==> src/rtl/core/bdy_pkg.sv <==
package bdy_pkg;

	// pool geometry
	localparam int POOL_UNITS = 64;
	localparam int LEVELS     = 7;
	localparam int NODE_COUNT = 2 * POOL_UNITS - 1;
	localparam int NODE_W     = $clog2(NODE_COUNT);
	localparam int ADDR_W     = $clog2(POOL_UNITS);
	localparam int SIZE_W     = ADDR_W + 1;
	localparam int LVL_W      = $clog2(LEVELS);

	// node codes
	typedef enum logic [1:0] {
		ND_ABSENT = 2'd0,
		ND_FREE   = 2'd1,
		ND_USED   = 2'd2,
		ND_SPLIT  = 2'd3
	} node_t;

	// result status codes
	typedef enum logic [1:0] {
		ST_OK      = 2'd0,
		ST_DENIED  = 2'd1,
		ST_BADFREE = 2'd2
	} status_t;

	// command codes
	localparam logic CMD_ALLOC = 1'b0;
	localparam logic CMD_FREE  = 1'b1;

endpackage

==> src/rtl/core/bdy_ram.sv <==
module bdy_ram #(
	parameter int WIDTH = 2,
	parameter int DEPTH = 128
) (
	input  logic                     clk,
	input  logic                     we,
	input  logic [$clog2(DEPTH)-1:0] waddr,
	input  logic [WIDTH-1:0]         wdata,
	input  logic [$clog2(DEPTH)-1:0] raddr,
	output logic [WIDTH-1:0]         rdata
);

	logic [WIDTH-1:0] mem [DEPTH];

	// write port, registered read port
	always_ff @(posedge clk) begin
		if (we) begin
			mem[waddr] <= wdata;
		end
		rdata <= mem[raddr];
	end

endmodule

==> src/rtl/core/buddy_allocator.sv <==
// Channel   Handshake          Fields
// request   start / busy       cmd, req_size, free_addr
// result    done (one cycle)   status, block_addr, block_size, denied_count,
//                              live_count, wasted_units
//
// Allocate scans the node memory one node per cycle over the levels down to
// the needed one (up to 127 reads), then splits at two writes per level and
// marks the chosen node used; a free walks down reading one node per level and
// merges upward, with three node writes per level, while the buddy is free.
// After reset a clearing pass writes every node while busy is high.
// Results cannot be stalled; done pulses once per accepted request.
module buddy_allocator (
	input  logic                          clk,
	input  logic                          arst_n,
	input  logic                          start,
	output logic                          busy,
	input  logic                          cmd,
	input  logic [6:0]                    req_size,
	input  logic [bdy_pkg::ADDR_W-1:0]    free_addr,
	output logic                          done,
	output logic [1:0]                    status,
	output logic [bdy_pkg::ADDR_W-1:0]    block_addr,
	output logic [bdy_pkg::SIZE_W-1:0]    block_size,
	output logic [15:0]                   denied_count,
	output logic [6:0]                    live_count,
	output logic [5:0]                    wasted_units
);

	import bdy_pkg::*;

	typedef enum logic [14:0] {
		S_CLR     = 15'h0001,
		S_IDLE    = 15'h0002,
		S_SCAN    = 15'h0004,
		S_WAIT    = 15'h0008,
		S_PICK    = 15'h0010,
		S_SPL     = 15'h0020,
		S_SPR     = 15'h0040,
		S_USE     = 15'h0080,
		S_FRD     = 15'h0100,
		S_FCHK    = 15'h0200,
		S_FMARK   = 15'h0400,
		S_MRD     = 15'h0800,
		S_MCHK    = 15'h1000,
		S_MW1     = 15'h2000,
		S_MW2     = 15'h4000
	} state_t;

	state_t state_q;

	logic [NODE_W-1:0] clr_q;
	logic [6:0]        req_q;
	logic [ADDR_W-1:0] addr_q;
	logic [LVL_W-1:0]  k_q, d_q;
	logic [NODE_W-1:0] cur_q;
	logic [LVL_W-1:0]  lvl_q;
	logic [ADDR_W-1:0] start_q;
	logic [SIZE_W-1:0] size_q;
	logic              mw3_q;

	// scan issue counters and their pipeline copies
	logic [NODE_W-1:0] scan_i_q, scan_last_q;
	logic [LVL_W-1:0]  scan_t_q;
	logic [ADDR_W-1:0] scan_o_q;
	logic              vld_s1;
	logic [NODE_W-1:0] i_s1;
	logic [LVL_W-1:0]  t_s1;
	logic [ADDR_W-1:0] o_s1;

	// search results
	logic              ex_fnd_q, lg_fnd_q;
	logic [NODE_W-1:0] ex_i_q, lg_i_q;
	logic [ADDR_W-1:0] ex_st_q, lg_st_q;
	logic [LVL_W-1:0]  lg_t_q;

	logic [15:0] denied_q;
	logic [6:0]  live_q;
	logic [5:0]  waste_q;

	logic              nd_we;
	logic [NODE_W-1:0] nd_waddr, nd_raddr;
	logic [1:0]        nd_wdata, nd_rdata;
	logic              hr_we;
	logic [6:0]        hr_rdata;

	logic [LVL_W-1:0]  k_c;
	logic [NODE_W-1:0] buddy_c, parent_c;
	logic [SIZE_W-1:0] half_c;
	logic [ADDR_W-1:0] lg_cand_c;

	bdy_ram #(.WIDTH(2), .DEPTH(NODE_COUNT)) u_node_ram (
		.clk   (clk),
		.we    (nd_we),
		.waddr (nd_waddr),
		.wdata (nd_wdata),
		.raddr (nd_raddr),
		.rdata (nd_rdata)
	);

	bdy_ram #(.WIDTH(7), .DEPTH(POOL_UNITS)) u_held_ram (
		.clk   (clk),
		.we    (hr_we),
		.waddr (start_q),
		.wdata (req_q),
		.raddr (addr_q),
		.rdata (hr_rdata)
	);

	// round request up to a power of two
	always_comb begin
		k_c = '0;
		for (int j = 0; j < LEVELS - 1; j++) begin
			if ((7'd1 << j) < req_size) begin
				k_c = LVL_W'(j + 1);
			end
		end
	end

	assign buddy_c   = cur_q[0] ? cur_q + NODE_W'(1) : cur_q - NODE_W'(1);
	assign parent_c  = (cur_q - NODE_W'(1)) >> 1;
	assign half_c    = size_q >> 1;
	assign lg_cand_c = ADDR_W'(o_s1 << (LVL_W'(LEVELS - 1) - t_s1));

	// node memory port selection
	always_comb begin
		nd_we    = 1'b0;
		nd_waddr = cur_q;
		nd_wdata = ND_ABSENT;
		nd_raddr = cur_q;
		hr_we    = 1'b0;
		case (state_q)
			S_CLR: begin
				nd_we    = 1'b1;
				nd_waddr = clr_q;
				nd_wdata = (clr_q == '0) ? ND_FREE : ND_ABSENT;
			end
			S_SCAN:  nd_raddr = scan_i_q;
			S_SPL: begin
				nd_we    = 1'b1;
				nd_wdata = ND_SPLIT;
			end
			S_SPR: begin
				nd_we    = 1'b1;
				nd_waddr = NODE_W'({cur_q, 1'b0} + 2);
				nd_wdata = ND_FREE;
			end
			S_USE: begin
				nd_we    = 1'b1;
				nd_wdata = ND_USED;
				hr_we    = 1'b1;
			end
			S_FMARK: begin
				nd_we    = 1'b1;
				nd_wdata = ND_FREE;
			end
			S_MRD:   nd_raddr = buddy_c;
			S_MW1: begin
				nd_we    = 1'b1;
				nd_wdata = ND_ABSENT;
			end
			S_MW2: begin
				nd_we    = 1'b1;
				nd_waddr = mw3_q ? parent_c : buddy_c;
				nd_wdata = mw3_q ? ND_FREE : ND_ABSENT;
			end
			default: ;
		endcase
	end

	assign busy         = (state_q != S_IDLE);
	assign denied_count = denied_q;
	assign live_count   = live_q;
	assign wasted_units = waste_q;

	// sequencer
	always_ff @(posedge clk or negedge arst_n) begin
		if (!arst_n) begin
			state_q  <= S_CLR;
			clr_q    <= '0;
			done     <= 1'b0;
			vld_s1   <= 1'b0;
			denied_q <= '0;
			live_q   <= '0;
			waste_q  <= '0;
			ex_fnd_q <= 1'b0;
			lg_fnd_q <= 1'b0;
			mw3_q    <= 1'b0;
		end else begin
			done   <= 1'b0;
			vld_s1 <= 1'b0;

			// evaluate the node read issued last cycle
			if (vld_s1 && nd_rdata == ND_FREE) begin
				if (t_s1 == d_q && !ex_fnd_q) begin
					ex_fnd_q <= 1'b1;
					ex_i_q   <= i_s1;
					ex_st_q  <= ADDR_W'(o_s1 << k_q);
				end
				if (t_s1 < d_q && (!lg_fnd_q || lg_cand_c < lg_st_q)) begin
					lg_fnd_q <= 1'b1;
					lg_i_q   <= i_s1;
					lg_t_q   <= t_s1;
					lg_st_q  <= lg_cand_c;
				end
			end

			case (state_q)
				S_CLR: begin
					clr_q <= clr_q + NODE_W'(1);
					if (clr_q == NODE_W'(NODE_COUNT - 1)) begin
						state_q <= S_IDLE;
					end
				end
				S_IDLE: begin
					if (start) begin
						req_q  <= req_size;
						addr_q <= free_addr;
						if (cmd == CMD_FREE) begin
							cur_q   <= '0;
							lvl_q   <= '0;
							start_q <= '0;
							size_q  <= SIZE_W'(POOL_UNITS);
							state_q <= S_FRD;
						end else if (req_size == '0 || req_size > 7'(POOL_UNITS)) begin
							if (denied_q != 16'hFFFF) denied_q <= denied_q + 16'd1;
							done       <= 1'b1;
							status     <= ST_DENIED;
							block_addr <= '0;
							block_size <= '0;
						end else begin
							k_q         <= k_c;
							d_q         <= LVL_W'(LEVELS - 1) - k_c;
							scan_last_q <= NODE_W'((8'd1 << (LVL_W'(LEVELS - 1) - k_c + 1))
								- 8'd2);
							scan_i_q    <= '0;
							scan_t_q    <= '0;
							scan_o_q    <= '0;
							ex_fnd_q    <= 1'b0;
							lg_fnd_q    <= 1'b0;
							state_q     <= S_SCAN;
						end
					end
				end
				// issue one node read per cycle in heap order
				S_SCAN: begin
					vld_s1   <= 1'b1;
					i_s1     <= scan_i_q;
					t_s1     <= scan_t_q;
					o_s1     <= scan_o_q;
					scan_i_q <= scan_i_q + NODE_W'(1);
					if (NODE_W'(scan_o_q) == (NODE_W'(1) << scan_t_q) - NODE_W'(1)) begin
						scan_o_q <= '0;
						scan_t_q <= scan_t_q + LVL_W'(1);
					end else begin
						scan_o_q <= scan_o_q + ADDR_W'(1);
					end
					if (scan_i_q == scan_last_q) state_q <= S_WAIT;
				end
				S_WAIT:  state_q <= S_PICK;
				S_PICK: begin
					if (ex_fnd_q) begin
						cur_q   <= ex_i_q;
						start_q <= ex_st_q;
						state_q <= S_USE;
					end else if (lg_fnd_q) begin
						cur_q   <= lg_i_q;
						lvl_q   <= lg_t_q;
						start_q <= lg_st_q;
						state_q <= S_SPL;
					end else begin
						if (denied_q != 16'hFFFF) denied_q <= denied_q + 16'd1;
						done       <= 1'b1;
						status     <= ST_DENIED;
						block_addr <= '0;
						block_size <= '0;
						state_q    <= S_IDLE;
					end
				end
				S_SPL:   state_q <= S_SPR;
				// descend into the lower half
				S_SPR: begin
					cur_q <= NODE_W'({cur_q, 1'b1});
					lvl_q <= lvl_q + LVL_W'(1);
					state_q <= (lvl_q + LVL_W'(1) == d_q) ? S_USE : S_SPL;
				end
				S_USE: begin
					live_q     <= live_q + 7'd1;
					waste_q    <= waste_q + 6'((7'd1 << k_q) - req_q);
					done       <= 1'b1;
					status     <= ST_OK;
					block_addr <= start_q;
					block_size <= SIZE_W'(1) << k_q;
					state_q    <= S_IDLE;
				end
				S_FRD:   state_q <= S_FCHK;
				S_FCHK: begin
					if (nd_rdata == ND_USED && start_q == addr_q) begin
						state_q <= S_FMARK;
					end else if (nd_rdata != ND_SPLIT || lvl_q == LVL_W'(LEVELS - 1)) begin
						done       <= 1'b1;
						status     <= ST_BADFREE;
						block_addr <= '0;
						block_size <= '0;
						state_q    <= S_IDLE;
					end else begin
						size_q <= half_c;
						lvl_q  <= lvl_q + LVL_W'(1);
						if ({1'b0, addr_q} < {1'b0, start_q} + half_c) begin
							cur_q <= NODE_W'({cur_q, 1'b1});
						end else begin
							cur_q   <= NODE_W'({cur_q, 1'b0} + 2);
							start_q <= start_q + ADDR_W'(half_c);
						end
						state_q <= S_FRD;
					end
				end
				S_FMARK: begin
					live_q  <= live_q - 7'd1;
					waste_q <= waste_q - 6'(size_q - SIZE_W'(hr_rdata));
					state_q <= S_MRD;
				end
				// merge with the buddy while it is free
				S_MRD: begin
					if (cur_q == '0) begin
						done       <= 1'b1;
						status     <= ST_OK;
						block_addr <= addr_q;
						block_size <= size_q;
						state_q    <= S_IDLE;
					end else begin
						state_q <= S_MCHK;
					end
				end
				S_MCHK: begin
					if (nd_rdata == ND_FREE) begin
						state_q <= S_MW1;
					end else begin
						done       <= 1'b1;
						status     <= ST_OK;
						block_addr <= addr_q;
						block_size <= size_q;
						state_q    <= S_IDLE;
					end
				end
				S_MW1: begin
					mw3_q   <= 1'b0;
					state_q <= S_MW2;
				end
				S_MW2: begin
					if (mw3_q) begin
						mw3_q   <= 1'b0;
						cur_q   <= parent_c;
						state_q <= S_MRD;
					end else begin
						mw3_q <= 1'b1;
					end
				end
				default: state_q <= S_IDLE;
			endcase
		end
	end

endmodule

==> config.mk <==
export PLATFORM = sky130hd
export DESIGN_NAME = buddy_allocator
export DESIGN_NICKNAME = d
export VERILOG_FILES = /design/src/rtl/core/bdy_pkg.sv /design/src/rtl/core/bdy_ram.sv /design/src/rtl/core/buddy_allocator.sv
export SDC_FILE = /design/constraint.sdc
export NUM_CORES = 1
export LEC_CHECK = 0
export BUFFER_PORTS_ARGS = -buffer_cell sky130_fd_sc_hd__buf_2
export CAP_MARGIN = 20
export CORE_MARGIN = 5
export CORE_UTILIZATION = 25
export CTS_BUF_LIST = sky130_fd_sc_hd__clkbuf_4
export DETAILED_ROUTE_END_ITERATION = 10
export RECOVER_POWER = 50
export SYNTH_ARGS = -nofsm -noshare
export SYNTH_HDL_FRONTEND = slang
export SYNTH_SLANG_ARGS = --single-unit
export TNS_END_PERCENT = 5
==> constraint.sdc <==
create_clock -name clk -period 6.7 [get_ports clk]
set_input_delay 0 -clock clk [delete_from_list [all_inputs] [get_ports clk]]
set_output_delay 0 -clock clk [all_outputs]
set_load 0.03 [all_outputs]
==> insert_results.sql, run 1 <==
INSERT INTO impl_metrics (metric_group, metric, value, unit) VALUES
('drt', 'viasPerCell', '4.79', ''),
('sta', 'period_minus_slack', '5.53', 'ns'),
('outcome', 'failing_checks', 'max-capacitance violations, max-slew violations', ''),
('synth', 'ys_async_rst_share', '0.0679', ''),
('sta', 'timing.final.crit_share', '0.825', ''),
('finish', 'area_of_all_placed_cells_without_fillers', '42400', 'µm²'),
('setup_path', 'timing.setup.critical_path_class', 'register to register', ''),
('clock_tree', 'tritoncts', 'built', ''),
('clock_tree', 'clock_slew_at_reported_path_ffs', '0.07', 'ns'),
('setup_path', 'critical_path_required', '7.71', 'ns'),
('die', 'die_w', '394', 'µm'),
('min_path', 'worst_hold_path_type', 'input port to register', ''),
('synth', 'synth.avg_cell_area', '14.3', 'µm²'),
('synth', 'synth.ff_latch_count', '825', ''),
('power_and_ir_drop', 'max-vdd-ir-drop', '0.154', 'mV'),
('setup_path', 'worstPathArrival', '6.54', 'ns'),
('grt', 'globalRouteTotalUtil', '0.123', ''),
('clock_tree', 'cts.path.max_buffers', '3', ''),
('sta', 'finClkSkew', '0.0889', 'ns'),
('drt', 'drc', '0', ''),
('sta', 'finalHoldViolCount', '0', ''),
('clock_tree', 'clock-root-buffer', 'clkbuf_4', ''),
('synth', 'yosys.area.top_type', 'edfxtp_1', ''),
('synth', 'synth_cell_type_count', '93', ''),
('sta', 'timing_worst_slew_pin_value', '3.50', 'ns'),
('die', 'fp.dieH', '394', 'µm'),
('sta', 'setup-tns-final', '0', 'ns'),
('setup_path', 'cp-end-kind', 'register', ''),
('outcome', 'outcome', 'finished with violations', ''),
('setup_path', 'slowest_stage', 'nor4_1', ''),
('drt', 'wire_per_inst', '20.2', 'µm'),
('sta', 'timing_max_transition_violations_final', '610', ''),
('sta', 'rsz0062_at_grt', 'no', ''),
('setup_path', 'path_cells', 'nor4_1 -> nand4_1 -> clkbuf_1 -> nor3_1 -> a221o_1 -> buf_4 -> and3_1 -> a21boi_0 -> a311oi_1 -> o41a_1 -> or4_1', ''),
('synth', 'synth_top_area_frac', '0.619', ''),
('drt', 'totalWireLength', '98.9', 'mm'),
('setup_path', 'cp_top_family', 'simple AND/OR/NAND/NOR gates', ''),
('setup_path', 'critical_path_buf_inv_count', '2', ''),
('clock_tree', 'post-cts-setup-buffer-count', '0', ''),
('synth', 'synthCells', '2576', ''),
('synth', 'ys_top_cells_by_area', 'edfxtp_1 (62%), mux4_2 (7.8%), dfrtp_1 (3.7%)', ''),
('die', 'num_rows', '141', ''),
('power_and_ir_drop', 'power.leakage', '14.2', 'nW'),
('grt', 'antenna_found_initial', '9', ''),
('finish', 'final_layout_size_suffix_gt1_frac', '0.174', ''),
('grt', 'grt_pass1_vias', '23300', ''),
('synth', 'number_of_synthesized_flops_with_an_enable_pin', '761', ''),
('grt', 'grt_max_degree', '100', ''),
('die', 'core', '147000', 'µm²'),
('sta', 'max_slew_margin', '-1.33', ''),
('job', 'maxCapViolations', '11', ''),
('sta', 'post-route-worst-setup-slack', '1.17', 'ns'),
('synth', 'synth_seq_area_share', '0.662', ''),
('finish', 'layout-area-overhead-vs-synth', '14.8', '%'),
('drt', 'dr_total_vias', '23400', ''),
('setup_path', 'worstPathMaxFanout', '25', ''),
('setup_path', 'worstSetupStartpointType', 'register', ''),
('clock_tree', 'numCtsBuffers', '198', ''),
('clock_tree', 'clock_net_sink_count', '825', ''),
('clock_tree', 'clock_latency', '1.13', 'ns'),
('die', 'dieArea', '155000', 'µm²'),
('drt', 'drt_iter0_drc', '2468', ''),
('sta', 'hold_worst_slack', '0.113', 'ns'),
('die', 'start_util', '0.250', ''),
('finish', 'num-fill-cells', '14800', ''),
('place', 'final_gp_congestion', '0.845', ''),
('synth', 'synth_ff_type', 'edfxtp_1', ''),
('die', 'pin_count', '63', ''),
('place', 'detailedPlace.worstSlack', '2.07', 'ns'),
('finish', 'finalNetCount', '2878', ''),
('grt', 'total_overflow_reported_by_the_global_router', '0', '');
==> final cells by class <==
type                    instances  area, µm²  area share
diodes                         10       25.0    0.000591
clock buffers                 283       2120      0.0501
clock inverters                74        455      0.0107
inverters                      80        302     0.00712
multi-input cells            1531      11600       0.274
flip-flops and latches        825      24400       0.576
well taps                    1930       2410      0.0570
repair buffers                154       1030      0.0244
==> where the power goes <==
part           internal (W)  switching (W)  leakage, nW
logic               0.00110        0.00200         4.69
registers           0.00586       0.000248         7.94
clock network       0.00209        0.00210         1.53
total               0.00905        0.00436         14.2
==> final timing paths <==
kind | from | to | slack, ns | cells after the start
max | state_q[13] | u_node_ram.rdata[1] | 1.17 | 11
min reg2reg | i_s1[5] | lg_i_q[5] | 0.44 | 0
max in group asynchronous | arst_n | denied_count[13] | 2.93 | 4
min in group asynchronous | arst_n | vld_s1 | 1.75 | 4
min | req_size[6] | k_q[1] | 0.11 | 5
max reg2reg | state_q[13] | u_node_ram.rdata[1] | 1.17 | 11
==> registers in the layout (all words and copies together) (netlist names), 7 cells and up <==
| signal | cells |
|---|---|
| denied_count | 16 |
| u_held_ram.mem | 384 |
| scan_last_q | 7 |
| cur_q | 7 |
| size_q | 7 |
| ex_i_q | 7 |
| scan_i_q | 7 |
| state_q | 15 |
| lg_i_q | 7 |
| i_s1 | 7 |
| block_size | 7 |
| u_node_ram.mem | 254 |
| live_count | 7 |
| clr_q | 7 |
==> worst min-delay path, cell delays in order <==
cell and delay [ns]:
dlygate4sd3_1 0.57, buf_2 0.16, a21oi_1 0.05, o21a_1 0.13
inv_1 0.13
==> per-stage QoR <==
stage	util	power, W	std cells
finish	0.288	0.0134	4887
global placement	0.268	0.00923	4479
detailed placement	0.268	0.00928	4480
global route	0.288	0.0141	4885
CTS	0.288	0.0135	4874
floorplan	-	0.00827	2576
==> cell usage in the layout (no fill, tap or decap), types with 18 or more instances in the layout <==
| cell | Yosys | routed |
|---|---|---|
| a21oi_1 | 114 | 114 |
| a21o_1 | 18 | 18 |
| dlygate4sd3_1 | 0 | 37 |
| mux4_2 | 128 | 128 |
| inv_1 | 79 | 79 |
| mux2i_1 | 35 | 35 |
| clkbuf_1 | 83 | 75 |
| edfxtp_1 | 761 | 761 |
| nor3_1 | 30 | 30 |
| xnor2_1 | 58 | 58 |
| ha_1 | 59 | 59 |
| clkinv_1 | 0 | 46 |
| nor2_1 | 281 | 281 |
| dfrtp_1 | 55 | 55 |
| o21ai_0 | 70 | 70 |
| a22oi_1 | 20 | 20 |
| clkbuf_4 | 0 | 283 |
| o22ai_1 | 30 | 30 |
| xor2_1 | 37 | 37 |
| nand2_1 | 229 | 228 |
| o211ai_1 | 22 | 22 |
| nand3_1 | 65 | 65 |
| buf_4 | 4 | 30 |
==> logic make-up after synthesis <==
family,Yosys count,share of synthesized area
buffers and inverters,220,0.0243
XOR/XNOR,95,0.0226
AND/OR/NAND/NOR,765,0.0957
multiplexers,169,0.0895
adder cells (fa/ha/maj),71,0.0265
AO/OA/AOI/OAI,431,0.0798
flip-flops,825,0.662
==> per-layer routing <==
metal	global-route usage	share of wire	vias up
met1	0.166	0.43	11800
met2	0.190	0.45	959
met5	0	0.00023	-
met3	0.0352	0.085	208
met4	0.0441	0.030	4
li1	-	-	10500
==> timing repair <==
action	CTS	global route
resized for setup	0	0
hold buffers	37	0
endpoints found under the hold margin	181	0
(Power assumes the default switching activity.)
==> run 2, diff against run 1 <==
==> constraint.sdc (replaced) <==
create_clock -name clk -period 4.92 [get_ports clk]
set_input_delay 0 -clock clk [delete_from_list [all_inputs] [get_ports clk]]
set_output_delay 0 -clock clk [all_outputs]
set_load 0.03 [all_outputs]
==> insert_results.sql, run 2 (synthesis results as in run 1) <==
INSERT INTO impl_metrics (metric_group, metric, value, unit) VALUES
('outcome', 'outcome', 'finished with violations', ''),
('outcome', 'failing_checks', 'max-capacitance violations, max-slew violations', ''),
('grt', 'grt_first_pass_wirelength', '149', 'mm'),
('die', 'num_rows', '141', ''),
('finish', 'final_layout_size_suffix_gt1_frac', '0.176', ''),
('drt', 'dr_total_vias', '23500', ''),
('sta', 'achievable-frequency', '0.225', 'GHz'),
('clock_tree', 'cts.path.max_buffers', '3', ''),
('setup_path', 'r2r_slack', '0.48', 'ns'),
('die', 'die_w', '394', 'µm'),
('finish', 'largest_register_ff_count', '384', ''),
('sta', 'timing.final.crit_share', '0.902', ''),
('grt', 'antenna_found_initial', '10', ''),
('drt', 'drc', '0', ''),
('sta', 'timing_max_transition_violations_final', '466', ''),
('clock_tree', 'post-cts-setup-buffer-count', '0', ''),
('setup_path', 'cp-end-kind', 'register', ''),
('finish', 'finish.cell_count_without_fillers', '4878', ''),
('drt', 'viasPerCell', '4.82', ''),
('sta', 'finClkSkew', '0.0783', 'ns'),
('power_and_ir_drop', 'netSwitchingPower', '0.00587', 'W'),
('drt', 'totalWireLength', '98.8', 'mm'),
('finish', 'mostFrequentLayoutCells', 'edfxtp_1 (761), nor2_1 (281), clkbuf_4 (273)', ''),
('finish', 'layout-area-overhead-vs-synth', '14.7', '%'),
('power_and_ir_drop', 'max-vdd-ir-drop', '0.260', 'mV'),
('power_and_ir_drop', 'power.leakage', '14.1', 'nW'),
('place', 'detailed_place_hpwl', '63.6', 'mm'),
('grt', 'grt_pass1_vias', '23500', ''),
('sta', 'finalHoldViolCount', '0', ''),
('setup_path', 'worstPathMaxFanout', '18', ''),
('setup_path', 'critical_path_required', '5.66', 'ns'),
('clock_tree', 'clock_latency', '1.12', 'ns'),
('sta', 'hold_worst_slack', '0.159', 'ns'),
('finish', 'finalNetCount', '2881', ''),
('die', 'start_util', '0.250', ''),
('finish', 'layout_commonest_cell', 'edfxtp_1', ''),
('grt', 'total_overflow_reported_by_the_global_router', '0', ''),
('clock_tree', 'numCtsBuffers', '196', ''),
('drt', 'first_pass_drt_iterations', '6', ''),
('place', 'place_inst', '4490', ''),
('place', 'count_of_buffers_from_port_buffering', '62', ''),
('power_and_ir_drop', 'power.density', '428', 'nW/µm²'),
('drt', 'drt.antenna.violating_nets', '0', ''),
('clock_tree', 'tritoncts', 'built', ''),
('power_and_ir_drop', 'power.share.clock', '0.305', ''),
('sta', 'timing_worst_slew_pin_value', '3.00', 'ns'),
('setup_path', 'worstPathArrival', '5.17', 'ns'),
('die', 'dieArea', '155000', 'µm²'),
('finish', 'num-fill-cells', '14800', ''),
('die', 'pin_count', '63', ''),
('setup_path', 'worstSetupStartpointType', 'register', ''),
('clock_tree', 'clock_net_sink_count', '825', ''),
('power_and_ir_drop', 'internal_power', '0.0122', 'W'),
('grt', 'globalRouteTotalUtil', '0.124', ''),
('place', 'final_gp_congestion', '0.864', ''),
('setup_path', 'timing.setup.critical_path_class', 'register to register', ''),
('min_path', 'worst_hold_path_type', 'input port to register', ''),
('clock_tree', 'clock-root-buffer', 'clkbuf_4', ''),
('finish', 'finish.utilization', '0.287', ''),
('job', 'maxCapViolations', '8', ''),
('power_and_ir_drop', 'comb_power_share', '0.235', ''),
('sta', 'setup-tns-final', '0', 'ns'),
('sta', 'rsz0062_at_grt', 'no', ''),
('clock_tree', 'htree_num_levels', '4', ''),
('clock_tree', 'clock_slew_at_reported_path_ffs', '0.08', 'ns'),
('power_and_ir_drop', 'power.switching_fraction', '0.324', ''),
('sta', 'period_minus_slack', '4.44', 'ns'),
('finish', 'largest-register', 'u_held_ram.mem', ''),
('drt', 'drt_iter0_drc', '2146', ''),
('drt', 'wire_per_inst', '20.3', 'µm'),
('die', 'core', '147000', 'µm²'),
('sta', 'setup-violations-final', '0', ''),
('grt', 'grt_max_degree', '128', ''),
('power_and_ir_drop', 'power_frac_seq', '0.460', ''),
('die', 'fp.dieH', '394', 'µm'),
('sta', 'max_slew_margin', '-0.997', '');
[run 2: cell count changes in the layout (fill, tap and decap cells not counted), sizes merged]
cell and change:
inv +1, clkinvlp -1, clkinv -1, buf +12, clkbuf -16, dlygate4sd3 -3, diode -1
[run 2: what timing repair did]
| item | 4_1_cts | 5_1_grt |
|---|---|---|
| hold endpoints to repair | 174 | 0 |
| gates resized for setup | 0 | 0 |
| hold buffers | 34 | 0 |
[run 2: worst max-delay path: stages (launching register included)]
cell and delay, ns:
dfrtp_1 0.44, nor4_1 0.71, and4_1 0.31, and3b_1 0.59
nor3_1 0.19, a222oi_1 0.38, nor2b_1 0.32, nand2_1 0.71
nor2_1 0.42
[run 2: power by group through the flow]
stage          Clock [W]  Sequential, W  Combinational (W)
4_1_cts          0.00573        0.00831            0.00428
2_1_floorplan          0        0.00838            0.00289
3_3_place_gp           0        0.00846            0.00422
5_1_grt          0.00608        0.00836            0.00462
6_report         0.00553        0.00833            0.00426
3_5_place_dp           0        0.00846            0.00423
[run 2: worst paths after layout]
path,from,cells after the start,to
max,state_q[10],8,u_node_ram.mem[62][0]
min,free_addr[3],3,addr_q[3]
max reg2reg,state_q[10],8,u_node_ram.mem[62][0]
min reg2reg,i_s1[3],0,ex_i_q[3]
max in group asynchronous,arst_n,4,denied_count[5]
min in group asynchronous,arst_n,4,lg_fnd_q
[run 2: layer usage]
| metal | track usage | vias to the layer above | wire length (µm) |
|---|---|---|---|
| met5 | 0 | - | 0 |
| met4 | 0.0418 | 0 | 2560 |
| met3 | 0.0301 | 197 | 7830 |
| met2 | 0.192 | 1030 | 44800 |
| met1 | 0.172 | 11800 | 43700 |
| li1 | - | 10500 | - |
[run 2: final cells by class]
type / instances / area [µm²] / area share
Tap cell: 1930 / 2410 / 0.0571
Antenna cell: 9 / 22.5 / 0.000532
Timing Repair Buffer: 159 / 1050 / 0.0248
Clock buffer: 271 / 2030 / 0.0481
Inverter: 80 / 302 / 0.00713
Multi-Input combinational cell: 1531 / 11600 / 0.275
Sequential cell: 825 / 24400 / 0.577
Clock inverter: 73 / 454 / 0.0107
[run 2: per-stage QoR]
step | setup slack [ns] | instance area, µm² | power [W]
after CTS | 0.739 | 42500 | 0.0183
after global routing | 0.206 | 42300 | 0.0191
after global placement | 0.788 | 39600 | 0.0127
final | 0.484 | 42300 | 0.0181
after detailed placement | 0.771 | 39600 | 0.0127
after floorplan | -0.882 | 36900 | 0.0113
